`src/sv/pdh_pkg.sv`:
```
package pdh_pkg;

   // input item modes
   localparam logic [1:0] MODE_PAIR     = 2'd0;
   localparam logic [1:0] MODE_READ     = 2'd1;
   localparam logic [1:0] MODE_READ_CLR = 2'd2;

   // configuration register indexes
   localparam int         CSR_IDX_W     = 1;
   localparam logic [0:0] CSR_RADIUS_SQ = 1'd0;
   localparam logic [0:0] CSR_BIN_SCALE = 1'd1;
   localparam int         CSR_DATA_W    = 52;

   localparam logic [51:0] RADIUS_SQ_RESET = 52'd6553600;
   localparam logic [23:0] BIN_SCALE_RESET = 24'd5120;

   // store operations
   localparam logic [1:0] OP_INC      = 2'd0;
   localparam logic [1:0] OP_READ     = 2'd1;
   localparam logic [1:0] OP_READ_CLR = 2'd2;

   localparam int              COUNT_W    = 31;
   localparam logic [30:0]     COUNT_MAX  = 31'h7FFF_FFFF;
   localparam int              ADDR_MAX_W = 20;
   localparam int              RANGE_W    = 11;

   localparam int FIFO_DEPTH = 8;
   localparam int FIFO_PTR_W = 3;
   localparam int FIFO_CNT_W = 4;

   typedef struct packed {
      logic                  valid;
      logic [1:0]            kind;
      logic                  ok;
      logic [ADDR_MAX_W-1:0] addr;
   } op_type;

   typedef struct packed {
      logic               valid;
      logic [COUNT_W-1:0] count;
   } rsp_type;

endpackage

```
`src/sv/pdh_rsp_queue.sv`:
```
module pdh_rsp_queue (
   input  logic                        clock,
   input  logic                        reset,
   input  pdh_pkg::rsp_type            push,
   output logic                        rsp_valid,
   input  logic                        rsp_stall,
   output logic [pdh_pkg::COUNT_W-1:0] rsp_bin_count
);
   import pdh_pkg::*;

   logic [COUNT_W-1:0]    entry [FIFO_DEPTH];
   logic [FIFO_PTR_W-1:0] wr_ptr_ff, rd_ptr_ff;
   logic [FIFO_CNT_W-1:0] count_ff, count_in;
   logic                  pop;

   assign rsp_valid     = count_ff != '0;
   assign rsp_bin_count = entry[rd_ptr_ff];
   assign pop           = rsp_valid && !rsp_stall;

   always_comb begin
      count_in = count_ff;
      if (push.valid && !pop) count_in = count_ff + 1'b1;
      else if (!push.valid && pop) count_in = count_ff - 1'b1;
   end

   always_ff @(posedge clock) begin
      if (reset) begin
         wr_ptr_ff <= '0;
         rd_ptr_ff <= '0;
         count_ff  <= '0;
      end else begin
         count_ff <= count_in;
         if (push.valid) wr_ptr_ff <= wr_ptr_ff + 1'b1;
         if (pop) rd_ptr_ff <= rd_ptr_ff + 1'b1;
      end
   end

   always_ff @(posedge clock) begin
      if (push.valid) entry[wr_ptr_ff] <= push.count;
   end

   a_no_overflow: assert property (@(posedge clock) disable iff (reset)
      push.valid |-> count_ff != FIFO_CNT_W'(FIFO_DEPTH)) else $error("queue overflow");

endmodule

```
`config.mk`:
```
export PLATFORM = sky130hd
export DESIGN_NAME = pdh_rsp_queue
export DESIGN_NICKNAME = d
export VERILOG_FILES = /design/src/sv/pdh_pkg.sv /design/src/sv/pdh_rsp_queue.sv
export SDC_FILE = /design/constraint.sdc
export NUM_CORES = 1
export LEC_CHECK = 0
export BUFFER_PORTS_ARGS = -buffer_cell sky130_fd_sc_hd__buf_2
export CAP_MARGIN = 10
export CORE_MARGIN = 10
export CORE_UTILIZATION = 25
export CTS_CLUSTER_DIAMETER = 150
export DETAILED_ROUTE_END_ITERATION = 6
export PLACE_DENSITY = 0.37
export SETUP_SLACK_MARGIN = 0.15
export SLEW_MARGIN = 20
export SYNTH_ARGS = -nofsm -noshare
export SYNTH_HDL_FRONTEND = slang
export SYNTH_SLANG_ARGS = --single-unit
```
`constraint.sdc`:
```
create_clock -name clock -period 6.7 [get_ports clock]
set_input_delay 1.005 -clock clock [delete_from_list [all_inputs] [get_ports clock]]
set_output_delay 1.005 -clock clock [all_outputs]
set_load 0.02 [all_outputs]
```
**Word-level counts from Yosys, hierarchy flattened**

Memory sizes are Yosys's and may differ from the RTL's. A register that Yosys moved wholly into a read port is not among the register bits.
Cells that the tools add are included.

- Add/subtract/negate cells: 4
- Multiplexer cells: 6
- Reductions and logical operators: 8

Operators by type and width:

| kind | number |
|---|---|
| two-way mux 4 bit | 2 |
| adder 3 x 1 -> 3 bit (second input constant) | 2 |
| two-way mux 3 bit | 2 |
| adder 4 x 1 -> 4 bit (second input constant) | 1 |
| nonzero test 4 bit | 1 |
| subtractor 4 x 1 -> 4 bit (second input constant) | 1 |
| logical AND 1 bit | 3 |
| zero test 1 bit | 3 |
| two-way mux 1 bit | 2 |
| nonzero test 2 bit | 1 |

- Flip-flop bits (word level): 10
- Memory bits (writable): 248
- Input port bits: 35
- Output and inout port bits: 32
- Memories kept: 1

Memories:

| memory | words | width | read ports | clocked after Yosys merged registers in | wr ports | RTL line | RTL |
|---|---|---|---|---|---|---|---|
| entry | 8 | 31 | 1 | 1 | 1 | pdh_rsp_queue.sv:11 | `logic [COUNT_W-1:0] entry [FIFO_DEPTH];` |

**Longest topological paths before layout**

Gate-level depths: netlist (run 1).

- Word-level depth: 5
- Mapped depth: 10
- Mapped depth without buffers: 10

**Worst setup path before layout (run 1)**

No wires, ideal clock.

- Path type: input port to flip-flop
- From: input port push[31] (netlist bit)
- To: memory entry[0][0], enable pin
- Setup time: 0.458 ns
- Arrival time: 3.239 ns
- Setup slack: 3.003 ns
- Stages: 2
- Path buffers: 0
- Cells stage by stage: nand2b_1 -> nor3_1

- Cells in the longest elaborated chain, start to end: 2

Ends and longest elaborated chain:

| item | RTL line | RTL |
|---|---|---|
| start: declaration | pdh_rsp_queue.sv:4 | `input pdh_pkg::rsp_type push,` |
| two-way mux 1 bit | pdh_rsp_queue.sv:39 | `if (push.valid) entry[wr_ptr_ff] <= push.count;` |
| two-way mux 1 bit (implied by the code) | pdh_rsp_queue.sv:39 |  |
| end: declaration | pdh_rsp_queue.sv:11 |  |

Every way passes these cells.

==> results of run 1 <==
## worst max-delay path, cell delays in order (launching register included)
cell     delay, ns
dfxtp_4       0.67
buf_4         0.63
mux4_1        0.67
mux2_2        0.28
buf_2         0.16
## final timing paths
kind,startpoint,end,slack [ns]
worst min-delay path,rd_ptr_ff[2],register,0.51
worst max-delay path,register,rsp_bin_count[25],2.68
worst min register to register,rd_ptr_ff[2],register,0.51
worst max register to register,count_ff[1],count_ff[3],3.99
## layout make-up
cell class	instances	area share [%]
Clock buffer	33	6.43
Tap cell	525	5.39
Clock inverter	23	1.78
Timing Repair Buffer	79	3.51
Inverter	3	0.0924
Multi-Input combinational cell	146	19.5
Sequential cell	261	63.3
## sequential cells by signal, summed over array words and instances, names as in the netlist, named ones only
register,count
entry,248
count_ff,4
rd_ptr_ff,3
wr_ptr_ff,3
## cell usage in the layout (no fill, tap or decap), drive strengths merged
cell        n
o21ai       1
nand3       1
nor3        2
dfxtp      13
mux2i       2
xor2        2
a31oi       1
a21oi       3
fa          1
mux2       32
inv         3
nor2       19
nor4        1
ha          5
mux4       62
clkbuf     33
clkinvlp    3
clkinv     16
bufinv      4
edfxtp    248
nor3b       1
a211oi      1
xnor2       4
nor2b       1
nand2       4
buf        79
nand2b      3
## report_power, final
part	internal, W	switching (W)	leakage, nW	total (W)
combinational	0.000422	0.000432	1.13	0.000853
clock	0.000990	0.000645	0.492	0.00164
sequential	0.00185	0.0000831	2.36	0.00193
## through the flow
step | power (W) | util, % | cells | setup WS, ns
global route | 0.00462 | 30.5 | 1070 | 2.55
CTS | 0.00451 | 30.5 | 1070 | 2.58
detailed placement | 0.00285 | 28.0 | 1014 | 3.19
finish | 0.00442 | 30.5 | 1070 | 2.68
floorplan | 0.00260 | - | 429 | 3.00
global placement | 0.00284 | 28.0 | 1014 | 3.20
## routing by layer
metal / vias to the layer above / global-route usage (%) / wire, um
met5: - / 0 / 21
met4: 4 / 2.60 / 547
met3: 45 / 2.25 / 971
met2: 82 / 15.3 / 11300
met1: 2470 / 11.8 / 10500
li1: 2034 / - / -
## cells by family after synthesis
group,after synthesis,share of synthesized area (%)
AO/OA/AOI/OAI,6,0.332
XOR/XNOR,6,0.517
adder cells (fa/ha/maj),6,0.813
buffers and inverters,22,1.34
flip-flops,261,75.8
multiplexers,96,19.8
AND/OR/NAND/NOR,32,1.38
==> flow_metrics.env, run 1 <==
export IMPL_tightest_slew_ns=0.754
export IMPL_holdBufCountCts=0
export IMPL_regArea_sq_um=7710
export IMPL_grt_antenna_before_repair=2
export IMPL_core_sq_um=40000
export IMPL_gr_total_overflow=0
export IMPL_vias_per_cell=4.33
export IMPL_areaGrowthSynthToFinish_pct=19.9
export IMPL_globalplace_congestion=0.669
export IMPL_port_buffers=66
export IMPL_die_h_um=222
export IMPL_fin_tns_setup_ns=0
export IMPL_critPathRequiredTime_ns=5.69
export IMPL_vias=4635
export IMPL_root_buffer="clkbuf_16"
export IMPL_fin_crit_sh_pct=59.9
export IMPL_ir_worst_vdd_v=0.000186
export IMPL_netlist_instances=429
export IMPL_path_class="reg2out"
export IMPL_finalClockSkew_ns=0.00659
export IMPL_die_w_um=222
export IMPL_hold_viol=0
export IMPL_ys_seq_elements=261
export IMPL_rsz0062_at_grt="false"
export IMPL_h_tree_depth=1
export IMPL_post_cts_buffers=0
export IMPL_cts_buffers=30
export IMPL_drive_gt1_share_pct=31.4
export IMPL_setup_viol=0
export IMPL_min_period_ns=4.02
export IMPL_max_cap_viol_count=0
export IMPL_async_flop_share_pct=0
export IMPL_synth_edf_count=248
export IMPL_synth_most_common_cell="edfxtp_1"
export IMPL_cts_buffer_depth=3
export IMPL_drtIter0Drc=238
export IMPL_nNetsFinal=562
export IMPL_ys_warn_count=0
export IMPL_crit_path_max_fanout=36
export IMPL_first_global_vias=5073
export IMPL_path_clk_slew_ns=0.06
export IMPL_n_fill_cell=3899
export IMPL_cts_tree="yes"
export IMPL_ys_flop_type="edfxtp_1"
export IMPL_initial_core_util_pct=25.4
export IMPL_drtAntennaViolNets=0
export IMPL_grt_pass1_wl_um=34200
export IMPL_fmax_ghz=0.249
export IMPL_placed_area_sq_um=11200
export IMPL_grt_util_all_layers_pct=9.26
export IMPL_leakage_nw=3.99
export IMPL_row_count=73
export IMPL_syn_area_sq_um=10200
export IMPL_hp_class="reg2reg"
export IMPL_synth_cell_types=25
export IMPL_n_antenna_cell=0
export IMPL_synth_commonest_cells="edfxtp_1 (248), mux4_1 (62), mux2_2 (32)"
export IMPL_mappedNetlistNets=470
export IMPL_reg2reg_depth=10
export IMPL_clk_latency_ns=0.56
export IMPL_die_area_sq_um=49100
export IMPL_syn_avg_cell_area_sq_um=23.7
export IMPL_route_final_wire_length_um=23300
export IMPL_io_pins=67
export IMPL_outcome="completed"
export IMPL_synth_top_area_share_pct=73.3
export IMPL_cp_arrival_ns=3.01
export IMPL_hold_ws_ns=0.514
export IMPL_multi_input_area_sq_um=2370
export IMPL_min_path_cells=2
export IMPL_stdcell_area_sq_um=12200
export IMPL_hpwlAfterDp_um=12900
export IMPL_slew_violations=0
export IMPL_post_cts_resized=0
export IMPL_synthTopCellsByArea="edfxtp_1 (73%), mux4_1 (16%), mux2_2 (3.5%), dfxtp_1 (2.6%), buf_6 (0.78%)"
export IMPL_grt_max_degree=37
export IMPL_clock_sinks=261
export IMPL_yosysSeqAreaShare_pct=75.8
export IMPL_drc_errors=0
export IMPL_slew_headroom_pct=49.6
export IMPL_first_pass_iters=4
export IMPL_wl_per_cell_um=21.8
export IMPL_yosys_area_top_type="edfxtp_1"
export IMPL_power_density_nw_per_um2=363
export IMPL_start_kind="register"
export IMPL_endpoint_kind="primary output"
No activity file was read; power rests on OpenSTA's default activity.
==> run 2: changes to the inputs <==
--- a/config.mk
+++ b/config.mk
@@ -5,13 +5,14 @@
 export SDC_FILE = /design/constraint.sdc
 export NUM_CORES = 1
 export LEC_CHECK = 0
+export ABC_AREA = 1
 export BUFFER_PORTS_ARGS = -buffer_cell sky130_fd_sc_hd__buf_2
 export CAP_MARGIN = 10
 export CORE_MARGIN = 10
 export CORE_UTILIZATION = 25
 export CTS_CLUSTER_DIAMETER = 150
 export DETAILED_ROUTE_END_ITERATION = 6
-export PLACE_DENSITY = 0.37
+export PLACE_DENSITY = 0.38
 export SETUP_SLACK_MARGIN = 0.15
 export SLEW_MARGIN = 20
 export SYNTH_ARGS = -nofsm -noshare
==> constraint.sdc (replaced) <==
create_clock -name clock -period 3.6 [get_ports clock]
set_input_delay 0.54 -clock clock [delete_from_list [all_inputs] [get_ports clock]]
set_output_delay 0.54 -clock clock [all_outputs]
set_load 0.02 [all_outputs]
==> flow_metrics.env, run 2 <==
export IMPL_outcome="completed"
export IMPL_clk_latency_ns=0.57
export IMPL_cts_buffers=31
export IMPL_initial_core_util_pct=25.2
export IMPL_slowest_stage="inv_4"
export IMPL_n_antenna_cell=0
export IMPL_async_flop_share_pct=0
export IMPL_synth_edf_count=248
export IMPL_max_cap_viol_count=0
export IMPL_cp_arrival_ns=2.48
export IMPL_min_period_ns=3.02
export IMPL_die_h_um=225
export IMPL_synth_top_area_share_pct=70.9
export IMPL_globalplace_congestion=0.712
export IMPL_crit_path_max_fanout=48
export IMPL_slowest_delay_ns=0.49
export IMPL_crit_family="buffers and inverters"
export IMPL_synth_cell_types=20
export IMPL_layout_common_cells="nor2_1 (256), edfxtp_1 (248), nand2_1 (174)"
export IMPL_fin_crit_sh_pct=83.9
export IMPL_critical_path_most_common_cell="nand2_1"
export IMPL_regArea_sq_um=7710
export IMPL_die_w_um=225
export IMPL_first_pass_iters=4
export IMPL_vias=6642
export IMPL_ir_worst_vdd_v=0.000375
export IMPL_first_global_vias=6661
export IMPL_start_kind="register"
export IMPL_hpwlAfterDp_um=15100
export IMPL_cts_buffer_depth=3
export IMPL_regMostFlops="entry"
export IMPL_drtAntennaViolNets=0
export IMPL_setup_viol=0
export IMPL_vias_per_cell=4.29
export IMPL_grt_util_all_layers_pct=11.0
export IMPL_row_count=75
export IMPL_netlist_instances=913
export IMPL_slew_violations=0
export IMPL_n_fill_cell=4228
export IMPL_holdBufCountCts=0
export IMPL_clock_sinks=261
export IMPL_hp_class="in2reg"
export IMPL_fmax_ghz=0.331
export IMPL_path_class="reg2out"
export IMPL_grt_antenna_before_repair=2
export IMPL_synthTopCellsByArea="edfxtp_1 (71%), nor2_1 (9.4%), nand2_1 (6.2%), o21ai_0 (3.3%), o21ai_1 (2.9%)"
export IMPL_crit_chain="inv_4 -> buf_4 -> o21ai_0 -> nand2_1 -> nand2_1 -> nand2_1 -> buf_2"
export IMPL_drc_errors=0
export IMPL_mappedNetlistNets=954
export IMPL_yosys_area_top_type="edfxtp_1"
export IMPL_root_buffer="clkbuf_16"
export IMPL_fin_tns_setup_ns=0
export IMPL_nNetsFinal=1025
export IMPL_wl_per_cell_um=18.2
export IMPL_slew_headroom_pct=39.5
export IMPL_grt_max_degree=73
export IMPL_ys_warn_count=0
export IMPL_h_tree_depth=1
export IMPL_yosysSeqAreaShare_pct=73.4
export IMPL_drtIter0Drc=309
export IMPL_endpoint_kind="primary output"
export IMPL_largest_reg_flops=248
export IMPL_gr_total_overflow=0
export IMPL_critPathRequiredTime_ns=3.06
export IMPL_hold_viol=0
export IMPL_rsz0062_at_grt="false"
export IMPL_tightest_slew_ns=0.907
export IMPL_syn_area_sq_um=10500
export IMPL_core_sq_um=41800
export IMPL_port_buffers=66
export IMPL_power_density_nw_per_um2=673
export IMPL_top_regs="entry: 248 flops, count_ff: 4 flops"
export IMPL_route_final_wire_length_um=28200
export IMPL_io_pins=67
export IMPL_synth_commonest_cells="nor2_1 (264), edfxtp_1 (248), nand2_1 (174)"
export IMPL_multi_input_area_sq_um=2530
export IMPL_synth_most_common_cell="nor2_1"
export IMPL_leakage_nw=4.55
export IMPL_path_clk_slew_ns=0.06
export IMPL_die_area_sq_um=50600
export IMPL_cts_tree="yes"
export IMPL_ys_seq_elements=261
export IMPL_final_common_cell="nor2_1"
export IMPL_drive_gt1_share_pct=14.5
export IMPL_finalClockSkew_ns=0.0160
export IMPL_areaGrowthSynthToFinish_pct=19.2
export IMPL_critPathBufInv=3
export IMPL_ys_flop_type="edfxtp_1"
export IMPL_hold_ws_ns=0.239
export IMPL_grt_pass1_wl_um=42600
export IMPL_syn_avg_cell_area_sq_um=11.5
[run 2: kinds of logic after synthesis]
kind of cell / synth area share (%)
and+or+nand+nor: 16.1
xor gates and xnor gates: 0.167
AOI/OAI and AO/OA: 6.53
buffers and inverters: 3.12
DFF: 73.4
adders and majority gates: 0.786
[run 2: final cells by class]
class	instances	area share, %
clock buffer	40	6.70
clock inverter	18	1.14
inverter	15	0.469
multi-input combinational	591	20.2
sequential	261	61.6
tap	539	5.38
timing repair buffer	84	4.51
[run 2: metal layers]
layer	routed length, um	track usage, %
met5	21	0
met4	547	2.41
met3	1210	2.38
met2	12900	17.8
met1	13500	14.7
[run 2: worst paths after layout]
| path | start | endpoint | slack, ns | depth (start not counted) |
|---|---|---|---|---|
| worst min register to register | rd_ptr_ff[1] | register | 0.49 | 2 |
| worst max-delay path | register | rsp_bin_count[13] | 0.58 | 7 |
| worst min-delay path | reset | wr_ptr_ff[0] | 0.24 | 2 |
| worst max register to register | count_ff[0] | count_ff[3] | 1.49 | 11 |
[run 2: power by group]
group | total (W) | leakage, nW | internal (W) | switching [W]
sequential | 0.00351 | 2.36 | 0.00343 | 0.0000795
combinational | 0.00190 | 1.71 | 0.000592 | 0.00131
clock | 0.00302 | 0.483 | 0.00178 | 0.00125
total | 0.00843 | 4.55 | 0.00580 | 0.00263
[run 2: stage by stage]
step	setup WS, ns	instance area, sq um	instances	utilization (%)	power [W]
floorplan	0.958	10500	913	-	0.00489
global placement	0.934	11500	1489	27.6	0.00552
detailed placement	0.913	11500	1489	27.6	0.00551
CTS	0.303	12500	1547	30.0	0.00856
global route	0.340	12500	1548	30.0	0.00894
finish	0.580	12500	1548	30.0	0.00843
[run 2: timing repair]
| action | in CTS | in global routing |
|---|---|---|
| buffers inserted | 0 | 1 |
| gates resized for setup | 0 | 0 |
| endpoints found under the setup margin | 0 | 2 |
| endpoints found under the hold margin | 0 | 0 |
